<file path="src/design/rmim_pkg.sv">
// ----------------------------------------------------------------------------
// Region map package
// Widths, codes and command/status types shared by the region map modules
// ----------------------------------------------------------------------------
package rmim_pkg;

  localparam int unsigned DEPTH    = 64;
  localparam int unsigned IDX_W    = 6;
  localparam int unsigned CNT_W    = 7;
  localparam int unsigned ADDR_W   = 64;
  localparam int unsigned KIND_W   = 3;
  localparam int unsigned FUNC_W   = 2;
  localparam int unsigned STATUS_W = 2;

  typedef enum logic [FUNC_W-1:0] {
    FUNC_INSERT = 2'd0,
    FUNC_REMOVE = 2'd1,
    FUNC_READ   = 2'd2,
    FUNC_NOP    = 2'd3
  } func_e;

  typedef enum logic [STATUS_W-1:0] {
    STATUS_OK        = 2'd0,
    STATUS_FULL      = 2'd1,
    STATUS_BAD_INDEX = 2'd2
  } status_e;

  typedef struct packed {
    logic [ADDR_W-1:0] start;
    logic [ADDR_W-1:0] length;
    logic [KIND_W-1:0] kind;
  } entry_t;

  // outcome of one adjacent pair check
  typedef enum logic [2:0] {
    RC_NEXT,
    RC_MERGE,
    RC_DROP_LEFT,
    RC_TRIM_LEFT,
    RC_SPLIT,
    RC_DROP_RIGHT,
    RC_TRIM_RIGHT,
    RC_TOUCH
  } rcase_e;

  typedef enum logic [4:0] {
    OP_NONE,
    OP_LATCH,
    OP_DECODE,
    OP_PL_INIT,
    OP_PL_RD,
    OP_PL_APPEND,
    OP_PL_CMP,
    OP_DR_RD,
    OP_DR_WR,
    OP_DR_END,
    OP_RS_RD,
    OP_RS_RD2,
    OP_RS_LD,
    OP_RS_SUM,
    OP_RS_EVAL,
    OP_RS_ACT,
    OP_FINISH
  } dp_op_e;

  typedef enum logic [3:0] {
    ST_IDLE,
    ST_DECODE,
    ST_PL_CHK,
    ST_PL_RD,
    ST_PL_CMP,
    ST_DR_RD,
    ST_DR_WR,
    ST_RS_RD,
    ST_RS_RD2,
    ST_RS_LD,
    ST_RS_SUM,
    ST_RS_EVAL,
    ST_RS_ACT,
    ST_FINISH
  } ctl_state_e;

  typedef struct packed {
    dp_op_e op;
  } dp_cmd_t;

  typedef struct packed {
    func_e  func;
    logic   insert_ok;
    logic   idx_ok;
    logic   table_full;
    logic   ptr_at_cnt;
    logic   drop_end;
    logic   pair_end;
    rcase_e rcase;
    logic   trim_zero;
  } dp_status_t;

endpackage

</file>
<file path="src/design/rmim_ctrl.sv">
// ----------------------------------------------------------------------------
// Region map controller
// Sequences place, drop and pair-resolve walks and the channel handshakes
// ----------------------------------------------------------------------------
module rmim_ctrl (
  input  logic                 clk_i,
  input  logic                 rst_ni,
  input  logic                 in_valid_i,
  output logic                 in_ready_o,
  output logic                 out_valid_o,
  input  logic                 out_ready_i,
  output rmim_pkg::dp_cmd_t    cmd_o,
  input  rmim_pkg::dp_status_t status_i
);

  rmim_pkg::ctl_state_e state_q, state_d;
  logic                 out_valid_q, out_valid_d;
  logic                 split_q, split_d;

  assign out_valid_o = out_valid_q;

  always_ff @(posedge clk_i or negedge rst_ni) begin
    if (!rst_ni) begin
      state_q     <= rmim_pkg::ST_IDLE;
      out_valid_q <= 1'b0;
      split_q     <= 1'b0;
    end else begin
      state_q     <= state_d;
      out_valid_q <= out_valid_d;
      split_q     <= split_d;
    end
  end

  always_comb begin
    state_d     = state_q;
    split_d     = split_q;
    out_valid_d = out_valid_q && !out_ready_i;
    in_ready_o  = 1'b0;
    cmd_o.op    = rmim_pkg::OP_NONE;
    unique case (state_q)
      rmim_pkg::ST_IDLE: begin
        in_ready_o = 1'b1;
        if (in_valid_i) begin
          cmd_o.op = rmim_pkg::OP_LATCH;
          state_d  = rmim_pkg::ST_DECODE;
        end
      end
      rmim_pkg::ST_DECODE: begin
        cmd_o.op = rmim_pkg::OP_DECODE;
        split_d  = 1'b0;
        state_d  = rmim_pkg::ST_FINISH;
        if ((status_i.func == rmim_pkg::FUNC_INSERT) && status_i.insert_ok) begin
          state_d = rmim_pkg::ST_PL_CHK;
        end else if ((status_i.func == rmim_pkg::FUNC_REMOVE) && status_i.idx_ok) begin
          state_d = rmim_pkg::ST_DR_RD;
        end
      end
      rmim_pkg::ST_PL_CHK: begin
        split_d = 1'b0;
        if (status_i.table_full) begin
          state_d = rmim_pkg::ST_RS_RD;
        end else begin
          cmd_o.op = rmim_pkg::OP_PL_INIT;
          state_d  = rmim_pkg::ST_PL_RD;
        end
      end
      rmim_pkg::ST_PL_RD: begin
        if (status_i.ptr_at_cnt) begin
          cmd_o.op = rmim_pkg::OP_PL_APPEND;
          state_d  = rmim_pkg::ST_RS_RD;
        end else begin
          cmd_o.op = rmim_pkg::OP_PL_RD;
          state_d  = rmim_pkg::ST_PL_CMP;
        end
      end
      rmim_pkg::ST_PL_CMP: begin
        cmd_o.op = rmim_pkg::OP_PL_CMP;
        state_d  = rmim_pkg::ST_PL_RD;
      end
      rmim_pkg::ST_DR_RD: begin
        if (status_i.drop_end) begin
          cmd_o.op = rmim_pkg::OP_DR_END;
          if (status_i.func == rmim_pkg::FUNC_REMOVE) begin
            state_d = rmim_pkg::ST_FINISH;
          end else if (split_q) begin
            state_d = rmim_pkg::ST_PL_CHK;
          end else begin
            state_d = rmim_pkg::ST_RS_RD;
          end
        end else begin
          cmd_o.op = rmim_pkg::OP_DR_RD;
          state_d  = rmim_pkg::ST_DR_WR;
        end
      end
      rmim_pkg::ST_DR_WR: begin
        cmd_o.op = rmim_pkg::OP_DR_WR;
        state_d  = rmim_pkg::ST_DR_RD;
      end
      rmim_pkg::ST_RS_RD: begin
        if (status_i.pair_end) begin
          state_d = rmim_pkg::ST_FINISH;
        end else begin
          cmd_o.op = rmim_pkg::OP_RS_RD;
          state_d  = rmim_pkg::ST_RS_RD2;
        end
      end
      rmim_pkg::ST_RS_RD2: begin
        cmd_o.op = rmim_pkg::OP_RS_RD2;
        state_d  = rmim_pkg::ST_RS_LD;
      end
      rmim_pkg::ST_RS_LD: begin
        cmd_o.op = rmim_pkg::OP_RS_LD;
        state_d  = rmim_pkg::ST_RS_SUM;
      end
      rmim_pkg::ST_RS_SUM: begin
        cmd_o.op = rmim_pkg::OP_RS_SUM;
        state_d  = rmim_pkg::ST_RS_EVAL;
      end
      rmim_pkg::ST_RS_EVAL: begin
        cmd_o.op = rmim_pkg::OP_RS_EVAL;
        state_d  = rmim_pkg::ST_RS_ACT;
      end
      rmim_pkg::ST_RS_ACT: begin
        cmd_o.op = rmim_pkg::OP_RS_ACT;
        case (status_i.rcase)
          rmim_pkg::RC_MERGE, rmim_pkg::RC_TOUCH, rmim_pkg::RC_DROP_LEFT,
          rmim_pkg::RC_DROP_RIGHT: state_d = rmim_pkg::ST_DR_RD;
          rmim_pkg::RC_SPLIT: begin
            split_d = 1'b1;
            state_d = status_i.trim_zero ? rmim_pkg::ST_DR_RD : rmim_pkg::ST_PL_CHK;
          end
          default: state_d = rmim_pkg::ST_RS_RD;
        endcase
      end
      rmim_pkg::ST_FINISH: begin
        if (!out_valid_q || out_ready_i) begin
          cmd_o.op    = rmim_pkg::OP_FINISH;
          out_valid_d = 1'b1;
          state_d     = rmim_pkg::ST_IDLE;
        end
      end
      default: state_d = rmim_pkg::ST_IDLE;
    endcase
  end

endmodule

</file>
<file path="config.mk">
export PLATFORM = sky130hd
export DESIGN_NAME = rmim_ctrl
export DESIGN_NICKNAME = d
export VERILOG_FILES = /design/src/design/rmim_pkg.sv /design/src/design/rmim_ctrl.sv
export SDC_FILE = /design/constraint.sdc
export NUM_CORES = 1
export LEC_CHECK = 0
export BUFFER_PORTS_ARGS = -buffer_cell sky130_fd_sc_hd__buf_2
export CAP_MARGIN = 20
export CORE_AREA = 2 2 53 55
export DETAILED_ROUTE_END_ITERATION = 6
export DIE_AREA = 0 0 55 57
export HOLD_SLACK_MARGIN = 0.06
export SLEW_MARGIN = 20
export SYNTH_ARGS = -nofsm -noshare
export SYNTH_HDL_FRONTEND = slang
export SYNTH_SLANG_ARGS = --single-unit
</file>
<file path="constraint.sdc">
create_clock -name clk_i -period 1.4 [get_ports clk_i]
set_input_delay 0.14 -clock clk_i [delete_from_list [all_inputs] [get_ports clk_i]]
set_output_delay 0.14 -clock clk_i [all_outputs]
set_load 0.01 [all_outputs]
</file>
==> metrics.csv, run 1 <==
metric;value;unit
status;finished, violations left;
failing checks;setup timing;
measured slew at the worst slew-check pin;0.414;ns
Clock Sinks;6;
CP max stage cell;dfrtp_2;
Die H;57;microns
initial antenna violation count;0;
via count;1031;
Max VDD drop;0.00143;V
final clock skew;0.00681;ns
Post-synth top flop;dfrtp_1;
cell taking the most area after synthesis;dfrtp_1;
antenna-violating nets left;0;
DP Wirelength;1770;microns
gr usage total;17.4;%
share of cells above drive strength 1;61.6;%
Hold Path Class;primary input to flip-flop;
critical path fanouts, max;5;
RSZ-0062 raised after global routing;true;
required time of the critical path;1.26;ns
worst-skew pair later-pin latency;0.26;ns
clock slew at reported path FFs;0.05;ns
IO buf count;22;
CTS tree;built;
hold_ws;0.180;ns
switching part of the total;45.9;%
Leak;0.581;nW
most common library cells after synthesis;13 x nand2_1, 8 x a21oi_1, 6 x dfrtp_1, 6 x nor2_1;
Yosys reg bits;6;
Rel. slew slack;72.0;%
area grow syn2layout;86.4;%
most common cell in the netlist;nand2_1;
total CTS buffers;3;
Largest stage delay, worst path;0.46;ns
CTS H-Tree Depth;1;
Clock power frac;5.3;%
setup violators final;10;
Post-Route Utilization;52.0;%
max-slew violation count;0;
combinational share of power;82.2;%
Final min period;1.60;ns
CP startpoint kind;flip-flop;
Crit Path Class;flip-flop to output pin;
Post-synth EDFFs;0;
Cells after Synth;98;
DRC viols;0;
Overflow after GRT;0;
Mapped Nets;114;
crit end category;output pin;
first-pass GRT wire length;4160;microns
Initial Utilization;27.9;%
crit-path cells;buf_6, nand2_2, nand2_2, o221ai_2, o311ai_2, buf_2;
Pint;1.79;mW
TritonRoute pass-1 iters;4;
drt initial violations;30;
Avg Inst Size Synth;7.44;sq um
FFs w/ async S/R, synth;100;%
final worst path period share;114;%
NumNets Final;169;
TNS Setup;-1.10;ns
Setup WS post-layout;-0.201;ns
Core ar.;0.00262;sq mm
Reg power frac;12.5;%
largest net degree at the start of global routing;11;
Ports;23;
synthesized cell area;729;sq um
top-area cell type share of the netlist area;20.6;%
clock buffer depth;2;
post-synthesis sequential area ratio;20.6;%
Die X;55;microns
die area;0.00314;sq mm
Row Count;19;
YS warnings;0;
Max Freq;625;MHz
Sw Pwr;1.52;mW
clk root buf;clkbuf_4;
Synth area leaders;dfrtp_1 21%, nand2_1 6.7%, a21oi_1 5.5%, nand2b_1 4.3%, nor2b_1 4.3%;
Final GP Congestion;0.870;
arrival time at the worst endpoint;1.46;ns
vias in the first global route;964;
# diodes;0;
max-cap viol count;0;
Fin. Hold Viols;0;
Post-Route WL;2950;microns
count of different cell masters after synthesis;39;
number of vias per cell;5.66;
critical path's most frequent cell;nand2_2;
DR WL/cell;16.2;microns
PD cells;2440;mW/mm^2
through the flow:
stage | area, sq um | worst slack (ns) | power [mW] | std cells
2_1_floorplan | 736 | 0.0439 | 1.48 | 98
6_report | 1360 | -0.201 | 3.32 | 182
5_1_grt | 1360 | -0.254 | 3.52 | 182
4_1_cts | 1140 | -0.179 | 2.63 | 176
3_5_place_dp | 980 | -0.0551 | 2.12 | 163
3_3_place_gp | 980 | -0.0281 | 2.08 | 163
cell families (layout without fill, tap and decap cells):
kind of cell	count (synthesis)	after routing	share of synthesized area, %
AO/OA/AOI/OAI	36	36	36.7
AND/OR/NAND/NOR	41	41	30.2
multiplexers	1	1	1.37
buffers and inverters	14	67	11.1
flip-flops	6	6	20.6
layer usage:
metal / track usage, % / wire length, microns / vias up
met5: 0 / 0 / -
met4: 4.53 / 52 / 0
met3: 4.19 / 115 / 8
met2: 28.7 / 1500 / 36
met1: 22.3 / 1280 / 514
li1: - / - / 473
state kept, by name (all words and copies together) (netlist names):
name         cells
split_q          1
state_q          4
out_valid_o      1
layout by cell type, fill, tap and decap left out, types with 2 or more instances in the layout:
cell type / synthesis / layout
a21oi_1: 8 / 5
dfrtp_2: 0 / 4
a21oi_2: 0 / 2
nor4b_1: 2 / 2
inv_1: 3 / 3
a2111oi_4: 1 / 3
clkbuf_4: 0 / 3
nor2b_1: 5 / 3
buf_4: 2 / 21
a31oi_1: 4 / 3
nand2_2: 0 / 3
inv_2: 2 / 2
nor2b_4: 0 / 2
buf_6: 2 / 15
o21ai_1: 1 / 2
dfrtp_1: 6 / 2
buf_2: 5 / 22
nor4_4: 0 / 2
o21ai_0: 5 / 3
nand2_1: 13 / 10
nand2b_1: 5 / 4
nor2_1: 6 / 4
power by group through the flow:
stage               Sequential (mW)  Clock [mW]  Combinational, mW
global placement              0.411           0               1.67
CTS                           0.396       0.178               2.06
detailed placement            0.419           0               1.70
global route                  0.425       0.186               2.91
finish                        0.414       0.175               2.73
floorplan                     0.303           0               1.17
timing repair:
action | 4_1_cts | 5_1_grt
setup endpoints to repair | 9 | 10
buffers inserted | 9 | 6
hold buffers | 1 | 0
endpoints found under the hold margin | 6 | 0
pin swaps | 7 | 14
resized for setup | 18 | 36
final cells by class:
type | count | area, sq um
clock buffer | 3 | 22.5
timing repair buffer | 59 | 447
multi-input combinational | 78 | 678
inverter | 5 | 18.8
tap | 31 | 38.8
fill | 240 | 1250
sequential | 6 | 155
final timing paths:
check	slack, ns	cells after the start	from	end
min	0.18	4	status_i[8]	state_q[3]
max reg2reg	-0.11	7	state_q[0]	state_q[0]
max in group asynchronous	1.00	2	rst_ni	state_q[3]
min in group asynchronous	0.23	2	rst_ni	split_q
max	-0.20	6	state_q[3]	cmd_o[1]
min reg2reg	0.52	2	split_q	split_q
critical path, delay by kind of cell, from the launching register on:
family	cells	cell delay [ns]
flops	1	0.46
buf+inv	2	0.31
compound gates	2	0.29
simple gates	2	0.14
No activity file was read; power rests on OpenSTA's default activity.
==> inputs of run 2 (changes only) <==
--- a/config.mk
+++ b/config.mk
@@ -11,6 +11,7 @@
 export DETAILED_ROUTE_END_ITERATION = 6
 export DIE_AREA = 0 0 55 57
 export HOLD_SLACK_MARGIN = 0.06
+export REMOVE_ABC_BUFFERS = 1
 export SLEW_MARGIN = 20
 export SYNTH_ARGS = -nofsm -noshare
 export SYNTH_HDL_FRONTEND = slang
==> run 2 against run 1 <==
  * The run still ends with setup timing left
  * Setup slack gained 0.013 ns
  * Power shrank 8.4%
  * Flip-flop and latch count is the same
  * Die area is the same
  * Critical path type unchanged
  * Cell area shrank 6.6%
  * Routed wire length shrank 4.2%
  * Critical path depth shrank 1
  * Via count shrank 1.8%
  * Non-clock buffer count shrank 1
  * Largest cell class unchanged
==> metrics.csv, run 2 (synthesis results as in run 1) <==
metric;value;unit;change
Pwr Total;3.04;mW;was 3.32 mW
largest net degree at the start of global routing;10;;was 11
final clock skew;0.00441;ns;was 0.00681 ns
RSZ-0062 raised after global routing;true;;unchanged
Die X;55;microns;unchanged
failing checks;setup timing;;unchanged
status;finished, violations left;;unchanged
die area;0.00314;sq mm;unchanged
worst-skew pair later-pin latency;0.25;ns;was 0.26 ns
max-slew violation count;0;;unchanged
CTS H-Tree Depth;1;;unchanged
CTS tree;built;;unchanged
CP startpoint kind;flip-flop;;unchanged
Biggest register;state_q;;unchanged
area grow syn2layout;74.1;%;was 86.4%
total CTS buffers;3;;unchanged
Initial Utilization;27.9;%;unchanged
Fin. Hold Viols;0;;unchanged
Ports;23;;unchanged
via count;1012;;was 1031
# diodes;0;;unchanged
NumNets Final;168;;was 169
DRC viols;0;;unchanged
placed insts;160;;was 163
FF-to-FF Start;state_q[3];;was state_q[0]
drt initial violations;68;;was 30
HP Start;status_i[8];;unchanged
Max Freq;630;MHz;was 625 MHz
Setup WS post-layout;-0.188;ns;was -0.201 ns
Die H;57;microns;unchanged
crit path from;state_q[3];;unchanged
register area;155;sq um;unchanged
gr usage total;18.3;%;was 17.4%
CP max stage cell;dfrtp_2;;unchanged
commonest non-fill, non-tap cells in the layout;24 x buf_2, 23 x buf_4, 13 x nand2_1;;was 22 x buf_2, 21 x buf_4, 15 x buf_6
Rel. slew slack;76.4;%;was 72.0%
critical path fanouts, max;5;;unchanged
required time of the critical path;1.26;ns;about the same
Clock Sinks;6;;unchanged
Crit Path Class;flip-flop to output pin;;unchanged
Row Count;19;;unchanged
Leak;0.570;nW;was 0.581 nW
commonest non-fill, non-tap cell in the layout;buf_2;;unchanged
IO buf count;22;;unchanged
vias in the first global route;943;;was 964
crit end category;output pin;;unchanged
TritonRoute pass-1 iters;4;;unchanged
first-pass GRT wire length;4270;microns;was 4160 microns
footprint of the multi-input gates;617;sq um;was 678 sq um
max-cap viol count;0;;unchanged
share of cells above drive strength 1;57.3;%;was 61.6%
Overflow after GRT;0;;unchanged
DP Wirelength;1710;microns;was 1770 microns
fillers;240;;unchanged
clock slew at reported path FFs;0.05;ns;about the same
max reg flops;4;;unchanged
Post-Route WL;2820;microns;was 2950 microns
PD cells;2390;mW/mm^2;was 2440 mW/mm^2
fin cells;181;;was 182
setup violators final;10;;unchanged
Core ar.;0.00262;sq mm;unchanged
clk root buf;clkbuf_4;;unchanged
crit-path cells;buf_6, nor3_4, o221ai_2, o311ai_1, buf_2;;was buf_6, nand2_2, nand2_2, o221ai_2, o311ai_2, buf_2
Final min period;1.59;ns;was 1.60 ns
Final GP Congestion;0.970;;was 0.870
clock buffer depth;2;;unchanged
Max VDD drop;0.00129;V;was 0.00143 V
initial antenna violation count;0;;unchanged
measured slew at the worst slew-check pin;0.351;ns;was 0.414 ns
Largest stage delay, worst path;0.44;ns;was 0.46 ns
arrival time at the worst endpoint;1.45;ns;was 1.46 ns
antenna-violating nets left;0;;unchanged
Hold Path Class;primary input to flip-flop;;unchanged
number of vias per cell;5.59;;was 5.66
final worst path period share;113;%;was 114%
DR WL/cell;15.6;microns;was 16.2 microns
run 2: cell types whose count changed in the layout (fill, tap and decap cells not counted), sizes merged:
cell,change
buf,-1
run 2: layout make-up:
cell class              count  area share [%]
well taps                  31            3.05
repair buffers             58            32.7
clock buffers               3            1.77
multi-input cells          78            48.6
inverters                   5            1.67
flip-flops and latches      6            12.2
run 2: metal layers:
layer  wire [microns]  track usage (%)
met4               96             8.36
met5                0                0
met1             1200             26.2
met2             1340             27.7
met3              186             1.31
run 2: path summary, 6_finish.rpt:
kind                              end  slack [ns]  depth (start not counted)
setup / recovery             cmd_o[1]       -0.19                          5
hold / removal             state_q[3]        0.21                          4
setup reg to reg           state_q[2]       -0.13                          7
hold reg to reg               split_q        0.56                          2
max in group asynchronous  state_q[0]        0.99                          2
min in group asynchronous  state_q[2]        0.24                          2
run 2: where the power goes:
part | leakage [nW] | switching, mW | internal [mW]
clock network | 0.0138 | 0.0722 | 0.0976
registers | 0.0714 | 0.149 | 0.268
logic | 0.485 | 1.16 | 1.29
total | 0.570 | 1.38 | 1.66
run 2: worst max-delay path: cells and delay by family (launching register included):
kind | cells | cell delay [ns]
AO/OA/AOI/OAI | 2 | 0.23
buffers and inverters | 2 | 0.34
flip-flops | 1 | 0.44
AND/OR/NAND/NOR | 1 | 0.19
run 2: what timing repair did:
| item | 4_1_cts | 5_1_grt |
|---|---|---|
| hold endpoints to repair | 6 | 0 |
| resized for setup | 29 | 13 |
| pin swaps | 8 | 6 |
| gates cloned | 0 | 1 |
| hold buffers | 1 | 0 |
| buffers inserted | 13 | 3 |
| endpoints found under the setup margin | 9 | 11 |
run 2: metrics by stage:
| step | hold WS [ns] | area, sq um | TNS (ns) | worst slack [ns] | util [%] |
|---|---|---|---|---|---|
| after floorplan | -0.156 | 667 | -0.421 | -0.168 | - |
| after global placement | -0.0227 | 951 | -0.113 | -0.0481 | 36.4 |
| after detailed placement | -0.0289 | 951 | -0.215 | -0.0958 | 36.4 |
| after CTS | 0.191 | 1180 | -0.798 | -0.144 | 45.2 |
| after global routing | 0.236 | 1270 | -1.66 | -0.240 | 48.6 |
| final | 0.211 | 1270 | -1.07 | -0.188 | 48.6 |
==> inputs of run 3 (changes only) <==
--- a/config.mk
+++ b/config.mk
@@ -5,11 +5,11 @@
 export SDC_FILE = /design/constraint.sdc
 export NUM_CORES = 1
 export LEC_CHECK = 0
-export BUFFER_PORTS_ARGS = -buffer_cell sky130_fd_sc_hd__buf_2
 export CAP_MARGIN = 20
 export CORE_AREA = 2 2 53 55
 export DETAILED_ROUTE_END_ITERATION = 6
 export DIE_AREA = 0 0 55 57
+export DONT_BUFFER_PORTS = 1
 export HOLD_SLACK_MARGIN = 0.06
 export REMOVE_ABC_BUFFERS = 1
 export SLEW_MARGIN = 20
==> run 3 against run 2 <==
  * The flow still finishes with violations (setup timing)
  * Cell area decreased by 9.6%
  * Clock skew about the same
  * Combinational power decreased by 6%
  * Highest routed layer unchanged
==> metrics.csv, run 3 (synthesis results as in run 1) <==
metric;value;unit;change
met3 usage;4.71;%;was 1.31%
final worst path period share;112;%;was 113%
commonest non-fill, non-tap cells in the layout;26 x buf_4, 11 x buf_6, 10 x nand2_1;;was 24 x buf_2, 23 x buf_4, 13 x nand2_1
Rel. slew slack;61.7;%;was 76.4%
final clock skew;0.00442;ns;was 0.00441 ns
fillers;253;;was 240
total CTS buffers;3;;unchanged
max-cap viol count;0;;unchanged
clock buffer depth;2;;unchanged
Clock Sinks;6;;unchanged
DRC viols;0;;unchanged
Final min period;1.57;ns;was 1.59 ns
number of vias per cell;5.58;;was 5.59
Setup WS post-layout;-0.168;ns;was -0.188 ns
DR WL/cell;15.2;microns;was 15.6 microns
setup violators final;10;;unchanged
CP startpoint kind;flip-flop;;unchanged
register area;155;sq um;unchanged
dpl cell area;863;sq um;was 951 sq um
clk root buf;clkbuf_4;;unchanged
CTS tree;built;;unchanged
crit end category;output pin;;unchanged
Leak;0.476;nW;was 0.570 nW
largest net degree at the start of global routing;10;;unchanged
GRT busiest layer;met2;;unchanged
drt initial violations;39;;was 68
vias in the first global route;898;;was 943
clock slew at reported path FFs;0.05;ns;about the same
Max VDD drop;0.00127;V;was 0.00129 V
via count;899;;was 1012
area grow syn2layout;57.5;%;was 74.1%
footprint of the multi-input gates;582;sq um;was 617 sq um
crit-path cells;buf_6, nand2_2, nand2_2, o221ai_2, o311ai_2, buf_4;;was buf_6, nor3_4, o221ai_2, o311ai_1, buf_2
CP bufs+invs;2;;unchanged
status;finished, violations left;;unchanged
Ports;23;;unchanged
max-slew violation count;0;;unchanged
Crit Path Class;flip-flop to output pin;;unchanged
Hold Path Class;primary input to flip-flop;;unchanged
commonest non-fill, non-tap cell in the layout;buf_4;;was buf_2
Largest stage delay, worst path;0.44;ns;about the same
worst-skew pair later-pin latency;0.25;ns;about the same
DP Wirelength;1580;microns;was 1710 microns
CP max stage cell;dfrtp_2;;unchanged
share of cells above drive strength 1;48.5;%;was 57.3%
Post-Layout Inst Area;0.00115;sq mm;was 0.00127 sq mm
Final GP Congestion;0.906;;was 0.970
Die H;57;microns;unchanged
critical path's most frequent cell;nand2_2;;
Max Freq;638;MHz;was 630 MHz
critical path fanouts, max;8;;was 5
required time of the critical path;1.26;ns;about the same
Die X;55;microns;unchanged
CTS H-Tree Depth;1;;unchanged
Post-Route WL;2450;microns;was 2820 microns
TritonRoute pass-1 iters;4;;unchanged
IO buf count;0;;was 22
failing checks;setup timing;;unchanged
gr usage total;16.3;%;was 18.3%
Core ar.;0.00262;sq mm;unchanged
measured slew at the worst slew-check pin;0.566;ns;was 0.351 ns
Overflow after GRT;0;;unchanged
antenna-violating nets left;0;;unchanged
# diodes;0;;unchanged
met1 Use GR;21.5;%;was 26.2%
initial antenna violation count;0;;unchanged
RSZ-0062 raised after global routing;true;;unchanged
Initial Utilization;27.9;%;unchanged
PD cells;2530;mW/mm^2;was 2390 mW/mm^2
max reg flops;4;;unchanged
TNS Setup;-1.27;ns;was -1.07 ns
Crit path max-delay family;flip-flops;;unchanged
Fin. Hold Viols;0;;unchanged
Biggest register;state_q;;unchanged
NumNets Final;148;;was 168
first-pass GRT wire length;3800;microns;was 4270 microns
Row Count;19;;unchanged
die area;0.00314;sq mm;unchanged
Post-Route Utilization;43.9;%;was 48.6%
GR met2 Demand/Resource;24.3;%;was 27.7%
arrival time at the worst endpoint;1.43;ns;was 1.45 ns
-- run 3: where the power goes --
| group | switching (mW) | leakage, nW | internal [mW] |
|---|---|---|---|
| sequential | 0.166 | 0.0714 | 0.269 |
| combinational | 1.06 | 0.391 | 1.25 |
| clock | 0.0627 | 0.0138 | 0.0970 |
-- run 3: cell type report --
| class | count | share of cell area (%) |
|---|---|---|
| Inverter | 5 | 1.85 |
| Clock buffer | 3 | 1.96 |
| Multi-Input combinational cell | 78 | 50.7 |
| Sequential cell | 6 | 13.5 |
| Tap cell | 31 | 3.38 |
| Timing Repair Buffer | 38 | 28.6 |
-- run 3: timing repair --
item / CTS / global route
pin swaps: 8 / 4
setup buffers: 13 / 3
hold buffers: 1 / 0
endpoints found under the setup margin: 10 / 10
gates cloned: 0 / 0
gates resized for setup: 22 / 13
hold endpoints to repair: 6 / 0
-- run 3: path summary, 6_finish.rpt --
check | startpoint | end | slack [ns] | cells after the start
setup reg to reg | state_q[3] | state_q[1] | -0.13 | 6
hold reg to reg | split_q | split_q | 0.52 | 2
max in group asynchronous | rst_ni | state_q[0] | 0.95 | 1
hold / removal | status_i[8] | state_q[3] | 0.1 | 3
min in group asynchronous | rst_ni | out_valid_o | 0.21 | 1
setup / recovery | state_q[3] | cmd_o[1] | -0.17 | 6
-- run 3: through the flow --
stage          setup slack, ns  hold WS [ns]  total power, mW  std cells
2_1_floorplan           -0.168        -0.156             1.30         89
3_3_place_gp            -0.111        -0.155             1.95        141
3_5_place_dp            -0.169        -0.155             1.99        141
4_1_cts                 -0.155        0.0818             2.64        158
5_1_grt                 -0.243         0.100             3.09        161
6_report                -0.168        0.0966             2.90        161
-- run 3: worst min-delay path: stages --
cell and delay, ns:
nand2_1 0.03, nand2_1 0.05, o221ai_1 0.07
-- run 3: routing by layer --
layer	wire length (microns)	vias up
met1	1050	414
met3	198	10
met4	59	0
li1	-	433
met2	1140	42
met5	0	-
